$ cat src/rtl/lfmc_pkg.sv
// Shared types, constants and helper functions for the line follower mode controller.
// Depends on nothing; every other file in the block but the checker refers to it by scoped names.

package lfmc_pkg;

    // Field and register widths.
    localparam int SAMPLE_BITS = 12;
    localparam int SAMPLE_W    = 12;
    localparam int THR_W       = 12;
    localparam int IV_W        = 32;
    localparam int CNT_W       = 8;
    localparam int WORD_W      = 32;
    localparam int CFG_IDX_W   = 1;
    localparam int CFG_DATA_W  = 32;

    // Converter readings keep only the bits the sensor actually delivers.
    localparam logic [SAMPLE_W-1:0] SAMPLE_MASK =
        SAMPLE_W'((64'd1 << SAMPLE_BITS) - 64'd1);

    // Bar graph layout.
    localparam int BAR_STEP        = 410;
    localparam int BAR_COUNT       = 9;
    localparam int MIDDLE_BASE     = 10;
    localparam int RIGHT_BASE      = 20;
    localparam int LEFT_LINE_BIT   = 9;
    localparam int MIDDLE_LINE_BIT = 19;
    localparam int RIGHT_LINE_BIT  = 29;
    localparam int MARK_BIT        = 31;

    // Register reset values.
    localparam logic [THR_W-1:0] THRESHOLD_RESET = 12'd2048;
    localparam logic [IV_W-1:0]  INTERVAL_RESET  = 32'd1000;

    // Register indexes on the configuration port.
    localparam logic [CFG_IDX_W-1:0] CFG_LINE_THRESHOLD = 1'b0;
    localparam logic [CFG_IDX_W-1:0] CFG_BLINK_INTERVAL = 1'b1;

    // Command characters.
    localparam logic [7:0] CH_START   = 8'h53;  // S
    localparam logic [7:0] CH_REMOTE  = 8'h44;  // D
    localparam logic [7:0] CH_PAUSE   = 8'h50;  // P
    localparam logic [7:0] CH_TROUBLE = 8'h54;  // T
    localparam logic [7:0] CH_TEST    = 8'h74;  // t
    localparam logic [7:0] CH_FWD     = 8'h77;  // w
    localparam logic [7:0] CH_LEFT    = 8'h61;  // a
    localparam logic [7:0] CH_BACK    = 8'h73;  // s
    localparam logic [7:0] CH_RIGHT   = 8'h64;  // d
    localparam logic [7:0] CH_ROT_L   = 8'h71;  // q
    localparam logic [7:0] CH_ROT_R   = 8'h65;  // e
    localparam logic [7:0] CH_EXIT    = 8'h30;  // 0
    localparam logic [7:0] CH_REPORT  = 8'h70;  // p

    typedef enum logic [1:0] {
        MODE_NORMAL,
        MODE_REMOTE,
        MODE_PAUSE,
        MODE_TROUBLE
    } mode_t;

    typedef enum logic [2:0] {
        MOTOR_NONE,
        MOTOR_STOP,
        MOTOR_FWD,
        MOTOR_BACK,
        MOTOR_TURN_L,
        MOTOR_TURN_R,
        MOTOR_ROT_L,
        MOTOR_ROT_R
    } motor_t;

    typedef enum logic [4:0] {
        MSG_NONE,
        MSG_START,
        MSG_REMOTE,
        MSG_PAUSE,
        MSG_TROUBLE,
        MSG_SAD,
        MSG_W,
        MSG_A,
        MSG_S,
        MSG_D,
        MSG_Q,
        MSG_E,
        MSG_EXIT,
        MSG_X,
        MSG_BAR,
        MSG_SLASH,
        MSG_BACKSLASH,
        MSG_LT,
        MSG_GT
    } msg_t;

    // Line detection flags of the three sensors.
    typedef struct packed {
        logic left;
        logic middle;
        logic right;
    } line_t;

    // Blink comparison targets, derived at reset and whenever the interval is written.
    typedef struct packed {
        logic [31:0] i1;          // I
        logic [32:0] i2;          // 2I
        logic [33:0] i3;          // 3I
        logic [33:0] i4;          // 4I
        logic [30:0] half;        // I/2
        logic [32:0] three_half;  // 3I/2
    } blink_tgt_t;

    // One input word.
    typedef struct packed {
        logic                action;
        logic [7:0]          command_char;
        logic [SAMPLE_W-1:0] left_sample;
        logic [SAMPLE_W-1:0] middle_sample;
        logic [SAMPLE_W-1:0] right_sample;
    } item_t;

    // One result word.
    typedef struct packed {
        motor_t              motor_cmd;
        logic                bar_valid;
        logic [WORD_W-1:0]   bar_word;
        msg_t                message;
        logic                telemetry_valid;
        logic [SAMPLE_W-1:0] report_left;
        logic [SAMPLE_W-1:0] report_middle;
        logic [SAMPLE_W-1:0] report_right;
    } res_t;

    // Build all blink targets from a new interval value.
    function automatic blink_tgt_t blink_targets(input logic [IV_W-1:0] iv);
        logic [33:0] x3;
        blink_tgt_t  t;
        x3           = 34'(iv) + 34'({iv, 1'b0});
        t.i1         = iv;
        t.i2         = {iv, 1'b0};
        t.i3         = x3;
        t.i4         = {iv, 2'b00};
        t.half       = iv[31:1];
        t.three_half = x3[33:1];
        return t;
    endfunction

endpackage

$ cat src/rtl/lfmc_bar_encode.sv
// Sensor bar graph encoder: thermometer bars and line bits for three samples.
// Depends on lfmc_pkg.

module lfmc_bar_encode (
    input  logic [lfmc_pkg::SAMPLE_W-1:0] left_sample,
    input  logic [lfmc_pkg::SAMPLE_W-1:0] middle_sample,
    input  logic [lfmc_pkg::SAMPLE_W-1:0] right_sample,
    input  logic [lfmc_pkg::THR_W-1:0]    line_threshold,
    output logic [lfmc_pkg::WORD_W-1:0]   bar_word,
    output lfmc_pkg::line_t               line
);

    // One bar per full step of the converter range, saturating at the bar count.
    function automatic logic [lfmc_pkg::BAR_COUNT-1:0] thermo(
        input logic [lfmc_pkg::SAMPLE_W-1:0] sample
    );
        logic [lfmc_pkg::BAR_COUNT-1:0] t;
        for (int k = 0; k < lfmc_pkg::BAR_COUNT; k++)
        begin
            t[k] = 32'(sample) >= 32'(lfmc_pkg::BAR_STEP * (k + 1));
        end
        return t;
    endfunction

    // A reading below the threshold means the sensor sees the line.
    assign line.left   = left_sample   < line_threshold;
    assign line.middle = middle_sample < line_threshold;
    assign line.right  = right_sample  < line_threshold;

    // Assemble the shift register word.
    always_comb
    begin
        bar_word = '0;
        bar_word[lfmc_pkg::MARK_BIT] = 1'b1;
        bar_word[0 +: lfmc_pkg::BAR_COUNT]                     = thermo(left_sample);
        bar_word[lfmc_pkg::MIDDLE_BASE +: lfmc_pkg::BAR_COUNT] = thermo(middle_sample);
        bar_word[lfmc_pkg::RIGHT_BASE +: lfmc_pkg::BAR_COUNT]  = thermo(right_sample);
        bar_word[lfmc_pkg::LEFT_LINE_BIT]   = line.left;
        bar_word[lfmc_pkg::MIDDLE_LINE_BIT] = line.middle;
        bar_word[lfmc_pkg::RIGHT_LINE_BIT]  = line.right;
    end

endmodule

$ cat src/rtl/lfmc_core.sv
// Mode state machine, blink timers, line follower decision and result builder.
// Depends on lfmc_pkg and lfmc_bar_encode.

module lfmc_core (
    input  logic                           clk,
    input  logic                           rst_n,
    input  logic                           step,
    input  lfmc_pkg::item_t                item,
    input  logic [lfmc_pkg::THR_W-1:0]     line_threshold,
    input  lfmc_pkg::blink_tgt_t           tgt,
    output lfmc_pkg::res_t                 res
);

    lfmc_pkg::mode_t                mode_reg, mode_next;
    logic                           driving_reg, driving_next;
    logic                           test_reg, test_next;
    logic                           last_left_reg, last_left_next;
    logic                           last_right_reg, last_right_next;
    logic [lfmc_pkg::IV_W-1:0]      idle_timer_reg, idle_timer_next;
    logic [lfmc_pkg::IV_W-1:0]      remote_timer_reg, remote_timer_next;
    logic [lfmc_pkg::CNT_W-1:0]     trouble_cnt_reg, trouble_cnt_next;

    logic [lfmc_pkg::WORD_W-1:0]    sense_word;
    lfmc_pkg::line_t                line;
    logic [3:0]                     idle_hit;
    logic [3:0]                     remote_hit;
    logic [lfmc_pkg::IV_W-1:0]      idle_timer_inc;
    logic [lfmc_pkg::IV_W-1:0]      remote_timer_inc;
    lfmc_pkg::motor_t               drive_motor;
    lfmc_pkg::msg_t                 drive_msg;
    logic                           drive_left;
    logic                           drive_right;
    logic                           sensing;

    // Blink pattern for the first matching target.
    function automatic logic [lfmc_pkg::WORD_W-1:0] blink_pattern(input logic [3:0] hit);
        logic [lfmc_pkg::WORD_W-1:0] w;
        w = '0;
        if (hit[0])
        begin
            w[lfmc_pkg::LEFT_LINE_BIT] = 1'b1;
        end
        else if (hit[1])
        begin
            w[lfmc_pkg::MIDDLE_LINE_BIT] = 1'b1;
        end
        else if (hit[2])
        begin
            w[lfmc_pkg::RIGHT_LINE_BIT] = 1'b1;
        end
        else if (hit[3])
        begin
            w[lfmc_pkg::MIDDLE_LINE_BIT] = 1'b1;
        end
        return w;
    endfunction

    // Timer advance: the last target restarts the count from zero.
    function automatic logic [lfmc_pkg::IV_W-1:0] blink_advance(
        input logic [lfmc_pkg::IV_W-1:0] timer,
        input logic [3:0]                hit
    );
        logic [lfmc_pkg::IV_W-1:0] r;
        if (hit[3] && !(|hit[2:0]))
        begin
            r = lfmc_pkg::IV_W'(1);
        end
        else
        begin
            r = timer + lfmc_pkg::IV_W'(1);
        end
        return r;
    endfunction

    lfmc_bar_encode u_bar_encode (
        .left_sample    (item.left_sample),
        .middle_sample  (item.middle_sample),
        .right_sample   (item.right_sample),
        .line_threshold (line_threshold),
        .bar_word       (sense_word),
        .line           (line)
    );

    assign sensing = test_reg | driving_reg;

    // Blink target matches, compared at full width.
    assign idle_hit[0]   = 34'(idle_timer_reg) == 34'(tgt.i1);
    assign idle_hit[1]   = 34'(idle_timer_reg) == 34'(tgt.i2);
    assign idle_hit[2]   = 34'(idle_timer_reg) == tgt.i3;
    assign idle_hit[3]   = 34'(idle_timer_reg) == tgt.i4;
    assign remote_hit[0] = 34'(remote_timer_reg) == 34'(tgt.half);
    assign remote_hit[1] = 34'(remote_timer_reg) == 34'(tgt.i1);
    assign remote_hit[2] = 34'(remote_timer_reg) == 34'(tgt.three_half);
    assign remote_hit[3] = 34'(remote_timer_reg) == 34'(tgt.i2);

    assign idle_timer_inc   = blink_advance(idle_timer_reg, idle_hit);
    assign remote_timer_inc = blink_advance(remote_timer_reg, remote_hit);

    // Line follower decision; with no line in view the last seen side wins.
    always_comb
    begin
        drive_left  = last_left_reg;
        drive_right = last_right_reg;
        if (line.middle)
        begin
            drive_motor = lfmc_pkg::MOTOR_FWD;
            drive_msg   = lfmc_pkg::MSG_BAR;
            drive_left  = 1'b0;
            drive_right = 1'b0;
        end
        else if (line.right)
        begin
            drive_motor = lfmc_pkg::MOTOR_TURN_R;
            drive_msg   = lfmc_pkg::MSG_SLASH;
            drive_left  = 1'b0;
            drive_right = 1'b1;
        end
        else if (line.left)
        begin
            drive_motor = lfmc_pkg::MOTOR_TURN_L;
            drive_msg   = lfmc_pkg::MSG_BACKSLASH;
            drive_left  = 1'b1;
            drive_right = 1'b0;
        end
        else if (last_left_reg)
        begin
            drive_motor = lfmc_pkg::MOTOR_ROT_L;
            drive_msg   = lfmc_pkg::MSG_LT;
        end
        else if (last_right_reg)
        begin
            drive_motor = lfmc_pkg::MOTOR_ROT_R;
            drive_msg   = lfmc_pkg::MSG_GT;
        end
        else
        begin
            drive_motor = lfmc_pkg::MOTOR_FWD;
            drive_msg   = lfmc_pkg::MSG_BAR;
        end
    end

    // Next state.
    always_comb
    begin
        mode_next         = mode_reg;
        driving_next      = driving_reg;
        test_next         = test_reg;
        last_left_next    = last_left_reg;
        last_right_next   = last_right_reg;
        idle_timer_next   = idle_timer_reg;
        remote_timer_next = remote_timer_reg;
        trouble_cnt_next  = trouble_cnt_reg;
        if (!item.action)
        begin
            if (mode_reg == lfmc_pkg::MODE_REMOTE)
            begin
                if (item.command_char == lfmc_pkg::CH_EXIT)
                begin
                    mode_next = lfmc_pkg::MODE_NORMAL;
                end
            end
            else
            begin
                // Pause and trouble fall back to normal before the command is taken.
                mode_next = lfmc_pkg::MODE_NORMAL;
                case (item.command_char)
                    lfmc_pkg::CH_START:
                    begin
                        driving_next = 1'b1;
                    end
                    lfmc_pkg::CH_REMOTE:
                    begin
                        mode_next         = lfmc_pkg::MODE_REMOTE;
                        remote_timer_next = tgt.i1;
                    end
                    lfmc_pkg::CH_PAUSE:
                    begin
                        mode_next = lfmc_pkg::MODE_PAUSE;
                    end
                    lfmc_pkg::CH_TROUBLE:
                    begin
                        mode_next        = lfmc_pkg::MODE_TROUBLE;
                        trouble_cnt_next = '0;
                    end
                    lfmc_pkg::CH_TEST:
                    begin
                        test_next    = ~test_reg;
                        driving_next = ~test_reg;
                    end
                    default:
                    begin
                        test_next    = 1'b0;
                        driving_next = 1'b0;
                    end
                endcase
            end
        end
        else
        begin
            case (mode_reg)
                lfmc_pkg::MODE_NORMAL:
                begin
                    if (!sensing)
                    begin
                        idle_timer_next = idle_timer_inc;
                    end
                    if (driving_reg)
                    begin
                        last_left_next  = drive_left;
                        last_right_next = drive_right;
                    end
                end
                lfmc_pkg::MODE_REMOTE:
                begin
                    remote_timer_next = remote_timer_inc;
                end
                lfmc_pkg::MODE_TROUBLE:
                begin
                    trouble_cnt_next = trouble_cnt_reg + lfmc_pkg::CNT_W'(1);
                end
                default:
                begin
                end
            endcase
        end
    end

    // Result word.
    always_comb
    begin
        res = '0;
        if (!item.action)
        begin
            if (mode_reg == lfmc_pkg::MODE_REMOTE)
            begin
                case (item.command_char)
                    lfmc_pkg::CH_FWD:
                    begin
                        res.motor_cmd = lfmc_pkg::MOTOR_FWD;
                        res.message   = lfmc_pkg::MSG_W;
                    end
                    lfmc_pkg::CH_LEFT:
                    begin
                        res.motor_cmd = lfmc_pkg::MOTOR_TURN_L;
                        res.message   = lfmc_pkg::MSG_A;
                    end
                    lfmc_pkg::CH_BACK:
                    begin
                        res.motor_cmd = lfmc_pkg::MOTOR_BACK;
                        res.message   = lfmc_pkg::MSG_S;
                    end
                    lfmc_pkg::CH_RIGHT:
                    begin
                        res.motor_cmd = lfmc_pkg::MOTOR_TURN_R;
                        res.message   = lfmc_pkg::MSG_D;
                    end
                    lfmc_pkg::CH_ROT_L:
                    begin
                        res.motor_cmd = lfmc_pkg::MOTOR_ROT_L;
                        res.message   = lfmc_pkg::MSG_Q;
                    end
                    lfmc_pkg::CH_ROT_R:
                    begin
                        res.motor_cmd = lfmc_pkg::MOTOR_ROT_R;
                        res.message   = lfmc_pkg::MSG_E;
                    end
                    lfmc_pkg::CH_EXIT:
                    begin
                        res.motor_cmd = lfmc_pkg::MOTOR_STOP;
                        res.message   = lfmc_pkg::MSG_EXIT;
                    end
                    lfmc_pkg::CH_REPORT:
                    begin
                        res.telemetry_valid = 1'b1;
                        res.report_left     = item.left_sample;
                        res.report_middle   = item.middle_sample;
                        res.report_right    = item.right_sample;
                    end
                    default:
                    begin
                        res.motor_cmd = lfmc_pkg::MOTOR_STOP;
                        res.message   = lfmc_pkg::MSG_X;
                    end
                endcase
            end
            else
            begin
                case (item.command_char)
                    lfmc_pkg::CH_START:
                    begin
                        res.message = lfmc_pkg::MSG_START;
                    end
                    lfmc_pkg::CH_REMOTE:
                    begin
                        res.message = lfmc_pkg::MSG_REMOTE;
                    end
                    lfmc_pkg::CH_PAUSE:
                    begin
                        res.motor_cmd = lfmc_pkg::MOTOR_STOP;
                        res.message   = lfmc_pkg::MSG_PAUSE;
                    end
                    lfmc_pkg::CH_TROUBLE:
                    begin
                        res.message = lfmc_pkg::MSG_TROUBLE;
                    end
                    lfmc_pkg::CH_TEST:
                    begin
                    end
                    default:
                    begin
                        // Unknown command: stop and clear the bar graph.
                        res.motor_cmd = lfmc_pkg::MOTOR_STOP;
                        res.bar_valid = 1'b1;
                        res.message   = lfmc_pkg::MSG_SAD;
                    end
                endcase
            end
        end
        else
        begin
            case (mode_reg)
                lfmc_pkg::MODE_NORMAL:
                begin
                    if (sensing)
                    begin
                        res.bar_valid = 1'b1;
                        res.bar_word  = sense_word;
                    end
                    else
                    begin
                        res.bar_valid = |idle_hit;
                        res.bar_word  = blink_pattern(idle_hit);
                    end
                    if (test_reg)
                    begin
                        res.telemetry_valid = 1'b1;
                        res.report_left     = item.left_sample;
                        res.report_middle   = item.middle_sample;
                        res.report_right    = item.right_sample;
                    end
                    if (driving_reg)
                    begin
                        res.motor_cmd = drive_motor;
                        res.message   = drive_msg;
                    end
                end
                lfmc_pkg::MODE_REMOTE:
                begin
                    res.bar_valid = |remote_hit;
                    res.bar_word  = blink_pattern(remote_hit);
                end
                lfmc_pkg::MODE_TROUBLE:
                begin
                    res.bar_valid = 1'b1;
                    res.bar_word  = lfmc_pkg::WORD_W'(trouble_cnt_reg);
                end
                default:
                begin
                end
            endcase
        end
    end

    // State registers advance once per word taken from the input register.
    always_ff @(posedge clk or negedge rst_n)
    begin
        if (!rst_n)
        begin
            mode_reg         <= lfmc_pkg::MODE_NORMAL;
            driving_reg      <= 1'b0;
            test_reg         <= 1'b0;
            last_left_reg    <= 1'b0;
            last_right_reg   <= 1'b0;
            idle_timer_reg   <= lfmc_pkg::INTERVAL_RESET;
            remote_timer_reg <= lfmc_pkg::INTERVAL_RESET;
            trouble_cnt_reg  <= '0;
        end
        else if (step)
        begin
            mode_reg         <= mode_next;
            driving_reg      <= driving_next;
            test_reg         <= test_next;
            last_left_reg    <= last_left_next;
            last_right_reg   <= last_right_next;
            idle_timer_reg   <= idle_timer_next;
            remote_timer_reg <= remote_timer_next;
            trouble_cnt_reg  <= trouble_cnt_next;
        end
    end

endmodule

$ cat src/rtl/line_follower_mode_controller.sv
// Top level of the line follower mode controller: ports, configuration
// registers, input register and result register. Depends on lfmc_pkg and lfmc_core.
//
//   Channel   Handshake               Word
//   input     in_valid / in_stall     action, command_char, three samples
//   output    out_valid / out_stall   motor, bar graph, message, telemetry
//   config    cfg_write_en            cfg_index, cfg_data (no read-back)
//
// A word is registered on acceptance and its result is then registered in the
// result register; one word is taken every cycle while out_stall is low.
// The mode logic sits between the two registers.
// Reset returns to normal mode with all flags clear and both timers at 1000.
// A stalled result holds the result register; the input register then holds
// its word and in_stall is raised until the result is taken.

module line_follower_mode_controller (
    input  logic                               clk,
    input  logic                               rst_n,
    input  logic                               in_valid,
    output logic                               in_stall,
    input  logic                               action,
    input  logic [7:0]                         command_char,
    input  logic [lfmc_pkg::SAMPLE_W-1:0]      left_sample,
    input  logic [lfmc_pkg::SAMPLE_W-1:0]      middle_sample,
    input  logic [lfmc_pkg::SAMPLE_W-1:0]      right_sample,
    output logic                               out_valid,
    input  logic                               out_stall,
    output logic [2:0]                         motor_cmd,
    output logic                               bar_valid,
    output logic [lfmc_pkg::WORD_W-1:0]        bar_word,
    output logic [4:0]                         message,
    output logic                               telemetry_valid,
    output logic [lfmc_pkg::SAMPLE_W-1:0]      report_left,
    output logic [lfmc_pkg::SAMPLE_W-1:0]      report_middle,
    output logic [lfmc_pkg::SAMPLE_W-1:0]      report_right,
    input  logic                               cfg_write_en,
    input  logic [lfmc_pkg::CFG_IDX_W-1:0]     cfg_index,
    input  logic [lfmc_pkg::CFG_DATA_W-1:0]    cfg_data
);

    logic                              item_valid_reg, item_valid_next;
    lfmc_pkg::item_t                   item_reg;
    logic                              out_valid_reg, out_valid_next;
    lfmc_pkg::res_t                    res_reg;
    lfmc_pkg::res_t                    res_comb;
    logic [lfmc_pkg::THR_W-1:0]        threshold_reg;
    lfmc_pkg::blink_tgt_t              tgt_reg;
    logic                              step;
    logic                              in_take;

    // The input word moves on whenever the result register is free or being emptied.
    assign step            = item_valid_reg & (~out_valid_reg | ~out_stall);
    assign in_stall        = item_valid_reg & ~step;
    assign in_take         = in_valid & ~in_stall;
    assign item_valid_next = in_stall | in_valid;
    assign out_valid_next  = step | (out_valid_reg & out_stall);

    // Configuration registers; the blink targets are derived at write time.
    always_ff @(posedge clk or negedge rst_n)
    begin
        if (!rst_n)
        begin
            threshold_reg <= lfmc_pkg::THRESHOLD_RESET;
            tgt_reg       <= lfmc_pkg::blink_targets(lfmc_pkg::INTERVAL_RESET);
        end
        else if (cfg_write_en)
        begin
            case (cfg_index)
                lfmc_pkg::CFG_LINE_THRESHOLD:
                begin
                    threshold_reg <= cfg_data[lfmc_pkg::THR_W-1:0];
                end
                lfmc_pkg::CFG_BLINK_INTERVAL:
                begin
                    tgt_reg <= lfmc_pkg::blink_targets(cfg_data[lfmc_pkg::IV_W-1:0]);
                end
                default:
                begin
                end
            endcase
        end
    end

    // Valid flags of the two register stages.
    always_ff @(posedge clk or negedge rst_n)
    begin
        if (!rst_n)
        begin
            item_valid_reg <= 1'b0;
            out_valid_reg  <= 1'b0;
        end
        else
        begin
            item_valid_reg <= item_valid_next;
            out_valid_reg  <= out_valid_next;
        end
    end

    // Input word register, samples trimmed to the converter width.
    always_ff @(posedge clk)
    begin
        if (in_take)
        begin
            item_reg.action        <= action;
            item_reg.command_char  <= command_char;
            item_reg.left_sample   <= left_sample & lfmc_pkg::SAMPLE_MASK;
            item_reg.middle_sample <= middle_sample & lfmc_pkg::SAMPLE_MASK;
            item_reg.right_sample  <= right_sample & lfmc_pkg::SAMPLE_MASK;
        end
    end

    lfmc_core u_core (
        .clk            (clk),
        .rst_n          (rst_n),
        .step           (step),
        .item           (item_reg),
        .line_threshold (threshold_reg),
        .tgt            (tgt_reg),
        .res            (res_comb)
    );

    // Result register.
    always_ff @(posedge clk)
    begin
        if (step)
        begin
            res_reg <= res_comb;
        end
    end

    assign out_valid       = out_valid_reg;
    assign motor_cmd       = res_reg.motor_cmd;
    assign bar_valid       = res_reg.bar_valid;
    assign bar_word        = res_reg.bar_word;
    assign message         = res_reg.message;
    assign telemetry_valid = res_reg.telemetry_valid;
    assign report_left     = res_reg.report_left;
    assign report_middle   = res_reg.report_middle;
    assign report_right    = res_reg.report_right;

endmodule

$ cat config.mk
export PLATFORM = sky130hd
export DESIGN_NAME = line_follower_mode_controller
export DESIGN_NICKNAME = d
export VERILOG_FILES = /design/src/rtl/lfmc_pkg.sv /design/src/rtl/lfmc_bar_encode.sv /design/src/rtl/lfmc_core.sv /design/src/rtl/line_follower_mode_controller.sv
export SDC_FILE = /design/constraint.sdc
export NUM_CORES = 1
export LEC_CHECK = 0
export BUFFER_PORTS_ARGS = -buffer_cell sky130_fd_sc_hd__buf_2
export CAP_MARGIN = 20
export CORE_MARGIN = 2
export CORE_UTILIZATION = 61
export DETAILED_ROUTE_END_ITERATION = 10
export PLACE_DENSITY = 0.9
export SLEW_MARGIN = 20
export SYNTH_ARGS = -nofsm -noshare
export SYNTH_HDL_FRONTEND = slang
export SYNTH_SLANG_ARGS = --single-unit
$ cat constraint.sdc
create_clock -name clk -period 5.2 [get_ports clk]
set_input_delay 0.52 -clock clk [delete_from_list [all_inputs] [get_ports clk]]
set_output_delay 0.52 -clock clk [all_outputs]
set_load 0.01 [all_outputs]
# == Word-level counts from Yosys, hierarchy flattened ==
# Index checks and enable logic that the tools add are counted.
# word_totals
in_bits,83
reg_bits,345
word_cells,199
out_inout_bits,80
# classes
bitwise_logic,19
n_reduce_logical,25
n_lt_le_gt_ge,30
n_eq_ne,27
n_mux,66
n_addsub,4
# ops
cell,n
$mux W32,6
$ge A12 B12 Y1 const B,15
$mux W37,3
$eq A32 B33 Y1,3
$pmux W33 S3,1
$eq A8 B7 Y1 const B,12
$mux W42,2
$ge A12 B11 Y1 const B,6
$eq A32 B34 Y1,2
$add A32 B1 Y32 const B,2
$eq A32 B32 Y1,2
$ge A12 B10 Y1 const B,3
$ge A12 B9 Y1 const B,3
$lt A12 B12 Y1,3
$mux W5,7
$add A32 B33 Y34,1
$mux W33,1
$eq A32 B31 Y1,1
$mux W8,4
$pmux W4 S8,1
$mux W1,25
$mux W3,8
$pmux W3 S7,1
$reduce_and A4 Y1,5
other kinds (26),54

# == Longest topological paths before layout ==
# Gate-level depths: netlist of the first run.
# logic_depth
depth_word,8
mapped_depth,11
depth_no_buf,11

# == By module ==
# Synthesis of the first run repeated with hierarchy kept, for this count alone.
# hier_totals
hier_cells,1976
hier_area_um2,18657.9
# by_module_without_submodules
mod,instances,seq_area_each_um2,cells_per_inst,area_each_um2
lfmc_core,1,1966.9,1119,8939.8
line_follower_mode_controller,1,5688.0,635,8240.4
lfmc_bar_encode,1,0.0,222,1477.7

# == Worst setup path after synthesis of the first run ==
# OpenSTA, ideal clock, no wires.
# synth_timing
path_type,input to register
start,input out_stall
end,register u_core.idle_timer_reg[30] (netlist bit)
arrival_time_ns,4.013
n_path_buf,0
path_slack_ns,1.113
cell_stages,10
t_required_ns,5.126
path_cell_list,nand2_1 > nand2_1 > inv_1 > nand3_1 > nor3_1 > nand3_1 > nor2_1 > nand4_1 > xor2_1 > nor2_1
# synth_via
elab_chain_cells,4
# synth_lines
element,line_no,rtl
from (decl),line_follower_mode_controller.sv:27,"input logic out_stall,"
$not A1 Y1,line_follower_mode_controller.sv:52,assign step = item_valid_reg & (~out_valid_reg | ~out_stall);
$or A1 B1 Y1,line_follower_mode_controller.sv:52,
$and A1 B1 Y1,line_follower_mode_controller.sv:52,
via step,line_follower_mode_controller.sv:48,logic step;
$reduce_and A4 Y1 (no source line),--,
to (signal assigned),lfmc_core.sv:374,idle_timer_reg <= lfmc_pkg::INTERVAL_RESET;
to (signal assigned),lfmc_core.sv:385,idle_timer_reg <= idle_timer_next;
to (decl),lfmc_core.sv:19,"logic [lfmc_pkg::IV_W-1:0] idle_timer_reg, idle_timer_next;"
# The timed path passes the listed nets, and every way through them passes these cells.
# A chain may end at the register's enable or synchronous reset.

# == Final worst setup path of the first run ==
# layout_timing
start,register item_reg[44] (netlist bit)
end,register u_core.idle_timer_reg[25] (netlist bit)
# layout_via
elab_chain_cells,1
# layout_lines
element,line_no,rtl
from (decl),line_follower_mode_controller.sv:42,lfmc_pkg::item_t item_reg;
$reduce_and A4 Y1 (no source line),--,
# No other way between the ends.

==> results of run 1 <==
-- cells in the final DEF (no fill, tap or decap), drive strengths merged, types with 6 or more instances in the layout --
cell and n:
nand2 248, xnor2 186, buf 173, nor2 132, dfrtp 131, xor2 123, edfxtp 122, o21ai 110
a21oi 81, ha 70, nand4 69, nor3 53, inv 49, nor2b 47, nand3 47, nor4 39
clkbuf 38, a21o 34, dfstp 26, o211ai 23, a22oi 22, nand2b 16, and3 15, a211oi 13
a31oi 13, o21a 10, or2 10, clkinv 10, and2 9, a211o 8, o211a 6, mux2 6
-- layout make-up --
cell class,instances,area (sq um),share of cell area [%]
inverter,47,176,0.894
sequential,279,7620,38.7
clock inverter,17,226,1.15
antenna,2,5.00,0.0254
multi-input combinational,1470,9510,48.2
tap,384,480,2.44
clock buffer,37,766,3.88
timing repair buffer,174,932,4.73
-- worst max-delay path: cells and delay by family, from the launching register on --
family,cells,cell delay (ps)
flops,1,940
xor+xnor,1,160
simple gates,7,2340
-- power by group through the flow --
stage	registers (mW)	clock network, mW	logic [mW]
after global placement	2.94	0	1.14
final	2.94	2.18	1.21
after detailed placement	2.95	0	1.18
after floorplan	2.69	0	0.972
after global routing	2.95	2.29	1.32
after CTS	2.91	2.20	1.19
-- routing by layer --
metal	part of all wire [%]	wire length, um	vias up	track usage [%]
li1	-	-	6947	-
met1	40	21100	7396	48.3
met2	46	23900	1018	53.1
met3	11	5620	156	5.48
met4	3.3	1730	0	11.2
met5	0	0	-	0
-- logic make-up (layout without fill, tap and decap cells) --
family | after synthesis | after routing
fa+ha+maj | 71 | 71
xor+xnor | 309 | 309
other cells | 1 | 3
mux | 8 | 8
buf+inv | 201 | 275
simple gates | 712 | 712
flops | 279 | 279
compound gates | 369 | 369
-- worst paths after layout --
kind,from,cells past startpoint,to
max,item_reg[44],8,u_core.idle_timer_reg[25]
min,rst_n,1,u_core.remote_timer_reg[18]
max reg2reg,item_reg[44],8,u_core.idle_timer_reg[25]
min reg2reg,item_valid_reg,1,out_valid
max in group asynchronous,rst_n,2,threshold_reg[5]
min in group clk,middle_sample[2],1,item_reg[14]
==> reports/qor.yml, run 1 <==
finalCoreUtilization_pct: 68.5
cp-end-kind: "flip-flop"
cts_setup_buffers: 0
final_max_slew_viol_count: 0
ios: 163
crit_fanout: 23
initial_core_util_pct: 62.2
design_area_sq_um: 19700
num_vias: 15517
setup_ws_ps: 1620
layout.cells.non_filler: 2410
path_clk_slew_ps: 60
area_growth_pct: 10.2
first_global_vias: 14989
synth_common_cells: "nand2_1, xnor2_1, dfrtp_1, nor2_1, clkbuf_1"
period_needed_ps: 3580
synth.area.mux_share_pct: 0.489
ys.flop_type: "dfrtp_1"
synth_area_leaders: "edfxtp_1, dfrtp_1, xnor2_1"
grt_max_degree: 110
path_cells: "nor3b_2 -> nand4_1 -> nor2_1 -> nand3_1 -> or2_2 -> nor3_1 -> xnor2_1 -> nor2_1"
cts.repair.resized: 0
gp_congestion: 1.05
fp.dieW_um: 175
synth_top_cell_area_share_pct: 20.5
cts.sinks: 279
ir_drop_v: 0.000275
final-setup-viol-count: 0
combPwrFrac_pct: 19.1
max_stage_delay_ps: 940
dp_slack_ps: 1830
p_per_area_nw_per_um2: 321
p_sw_mw: 1.98
crit_required_ps: 5650
max_slew_margin_pct: 33.5
synth_top_family_by_area: "simple AND/OR/NAND/NOR gates"
grt_pass1_wl_um: 82200
synthSimpleGateAreaFrac_pct: 19.2
arrival_ps: 4030
largest_reg_flops: 65
hp-class: "input port to asynchronous set/reset pin"
clock_latency_ps: 570
wire_per_inst_um: 21.7
rsz0062_at_grt: "no"
core_sq_um: 28800
hold_slack_ps: 54.2
finalCritPeriodShare_pct: 68.9
async_flop_share_pct: 56.3
detailed_place.area_sq_um: 18700
routed_wl_um: 52300
ff2ff_setup_slack_ps: 1620
syn_nets: 2104
ys_seq_area_share_pct: 42.6
critPathLaunchType: "flip-flop"
finalClockSkew_ps: 11.5
synth_cell_type_count: 72
finalPower_mw: 6.33
cts_max_level: 1
cap_violations: 0
root_buffer: "clkbuf_16"
drc: 0
numPortBuffers: 161
dieArea_sq_um: 30700
status: "finished clean"
yosysMostFrequentCell: "nand2_1"
antenna_found_initial: 2
rows: 62
drtPass1Iterations: 6
hold_buffers: 0
synthXorXnorAreaFrac_pct: 15.1
synthAdderAreaFrac_pct: 5.01
synth_compound_area_share_pct: 13.2
pwr-share-clk_pct: 34.5
post-place-cells: 2353
overflow: 0
nets: 2155
crit_type: "flip-flop to flip-flop"
dp_hpwl_um: 38500
pwr-share-seq_pct: 46.4
drive_gt1_share_pct: 13.2
critPathSlowestCell: "edfxtp_1"
drtIter0Drc: 1877
tritoncts: "built"
setup-tns-final_ps: 0
internal_power_mw: 4.35
fmax_mhz: 279
swShare_pct: 31.3
cpMostUsedCell: "nor2_1"
grt_usage_pct: 33.9
yosysWarnings: 0
synth.cell_area_sq_um: 17900
synth-seq-cells: 279
yosys.area.top_type: "edfxtp_1"
drtAntennaViolNets: 0
fill_cells: 2116
syn_avg_cell_area_sq_um: 9.18
worst_pin_slew_ps: 997
syn_inst: 1950
hold_viol_final: 0
synth-edff-count: 122
fp.dieH_um: 175
leakage_nw: 8.34
cts_buffers: 29
vias_per_cell: 6.44
cts_max_path_buffers: 3
Note: power is estimated with default switching activity, not from simulation.
==> run 2: changes to the inputs <==
- CORE_UTILIZATION: 61 -> 55
- PLACE_DENSITY: 0.9 -> 0.86
- clock period: 5.2 -> 3.05 ns (I/O delays scaled with it)
==> reports/qor.yml, run 2 (synthesis results as in run 1) <==
status: "finished clean"
drtPass1Iterations: 7
cts_max_path_buffers: 3
cap_violations: 0
cts.sinks: 279
largest_reg_flops: 65
antenna_found_initial: 3
root_buffer: "clkbuf_16"
grt_pass1_wl_um: 89900
wire_per_inst_um: 22.5
crit_fanout: 4
drc: 0
vias_per_cell: 6.28
rsz0062_at_grt: "no"
crit_path_start: "threshold_reg[5]"
ios: 163
tritoncts: "built"
drtIter0Drc: 2210
clock_latency_ps: 590
ir_drop_v: 0.000395
gp_congestion: 1.05
drtAntennaViolNets: 0
path_clk_slew_ps: 60
crit_required_ps: 3350
num_vias: 16316
worst_pin_slew_ps: 799
numPortBuffers: 161
hold_viol_final: 0
routed_wl_um: 58500
critPathLaunchType: "flip-flop"
multiInputGateArea_sq_um: 9520
dieArea_sq_um: 34000
grt_usage_pct: 34.4
p_per_area_nw_per_um2: 527
leakage_nw: 8.91
hp-class: "input port to flip-flop"
fp.dieW_um: 184
grt_max_degree: 70
crit_type: "flip-flop to flip-flop"
r2r_start: "threshold_reg[5]"
regArea_sq_um: 7630
fp.dieH_um: 184
arrival_ps: 3240
dp_hpwl_um: 42000
overflow: 0
final-setup-viol-count: 0
cts_buffers: 29
core_sq_um: 32300
finalCritPeriodShare_pct: 96.6
cts_max_level: 1
setup-tns-final_ps: 0
max_slew_margin_pct: 46.7
cp-end-kind: "flip-flop"
layout_commonest_cell: "nand2_1"
final_max_slew_viol_count: 0
fmax_mhz: 339
area_growth_pct: 17.1
period_needed_ps: 2950
nets: 2283
min_from: "cfg_data[27]"
fill_cells: 2518
initial_core_util_pct: 55.4
hold_slack_ps: 6.52
rows: 66
first_global_vias: 15564
mostFrequentLayoutCells: "nand2_1, xnor2_1, buf_2"
drive_gt1_share_pct: 15.8
finalClockSkew_ps: 17.1
[run 2: changes by cell type in the layout (fill, tap and decap cells not counted), moves of 2 or more]
cell	change
dlygate4sd3_1	+61
clkinv_1	-4
clkinvlp_4	+4
clkbuf_1	+3
bufinv_16	-2
clkbuf_8	+3
clkinv_2	-2
buf_12	+5
buf_4	+63
[run 2: timing repair]
item,CTS,global route
endpoints found under the hold margin,153,0
pin swaps,0,1
resized for setup,1,4
setup endpoints to repair,1,4
hold buffers,61,0
setup buffers,0,0
[run 2: cell type report]
class                   instances  area share (%)
repair buffers                302            9.95
multi-input cells            1470            45.4
clock inverters                10           0.699
diodes                          3          0.0358
well taps                     442            2.64
inverters                      47           0.860
flip-flops and latches        279            36.4
clock buffers                  44            3.97
[run 2: path summary, 6_finish.rpt]
| check | end | slack [ps] | depth (start not counted) |
|---|---|---|---|
| max | message[1] | 100 | 10 |
| min | tgt_reg[59] | 7 | 3 |
| max reg2reg | message[1] | 100 | 10 |
| min reg2reg | tgt_reg[109] | 520 | 2 |
| min in group asynchronous | u_core.remote_timer_reg[22] | 170 | 2 |
| max in group asynchronous | tgt_reg[39] | 2160 | 3 |
[run 2: where the power goes]
group | leakage, nW | internal (mW) | total (mW) | switching (mW)
sequential | 3.10 | 4.30 | 4.95 | 0.644
combinational | 5.35 | 1.05 | 2.35 | 1.31
clock | 0.467 | 2.14 | 3.74 | 1.60
[run 2: layer usage]
| metal | vias to the layer above | wire (um) | global-route usage (%) |
|---|---|---|---|
| met5 | - | 0 | 0 |
| met4 | 0 | 2850 | 14.9 |
| met3 | 222 | 5790 | 5.51 |
| met2 | 1100 | 27000 | 55.0 |
| met1 | 7797 | 22800 | 46.5 |
| li1 | 7197 | - | - |
[run 2: worst max-delay path, stage by stage, from the launching register on]
cell and delay, ps:
dfrtp_1 360, inv_1 220, ha_1 310, a21o_1 160, a21o_1 170, a21o_1 170
a211oi_1 310, o21bai_1 160, a21o_1 250, a211oi_1 370, o22ai_1 180
[run 2: metrics by stage]
step	area (sq um)	cells	power, mW	setup slack, ps	util, %
after floorplan	17900	1950	6.25	36.2	-
after detailed placement	19300	2479	7.17	-75.3	59.9
after CTS	20900	2594	10.9	12.2	64.8
final	21000	2597	11.0	104	64.9
after global routing	21000	2597	11.4	0.448	64.9
after global placement	19300	2479	7.11	135	59.9
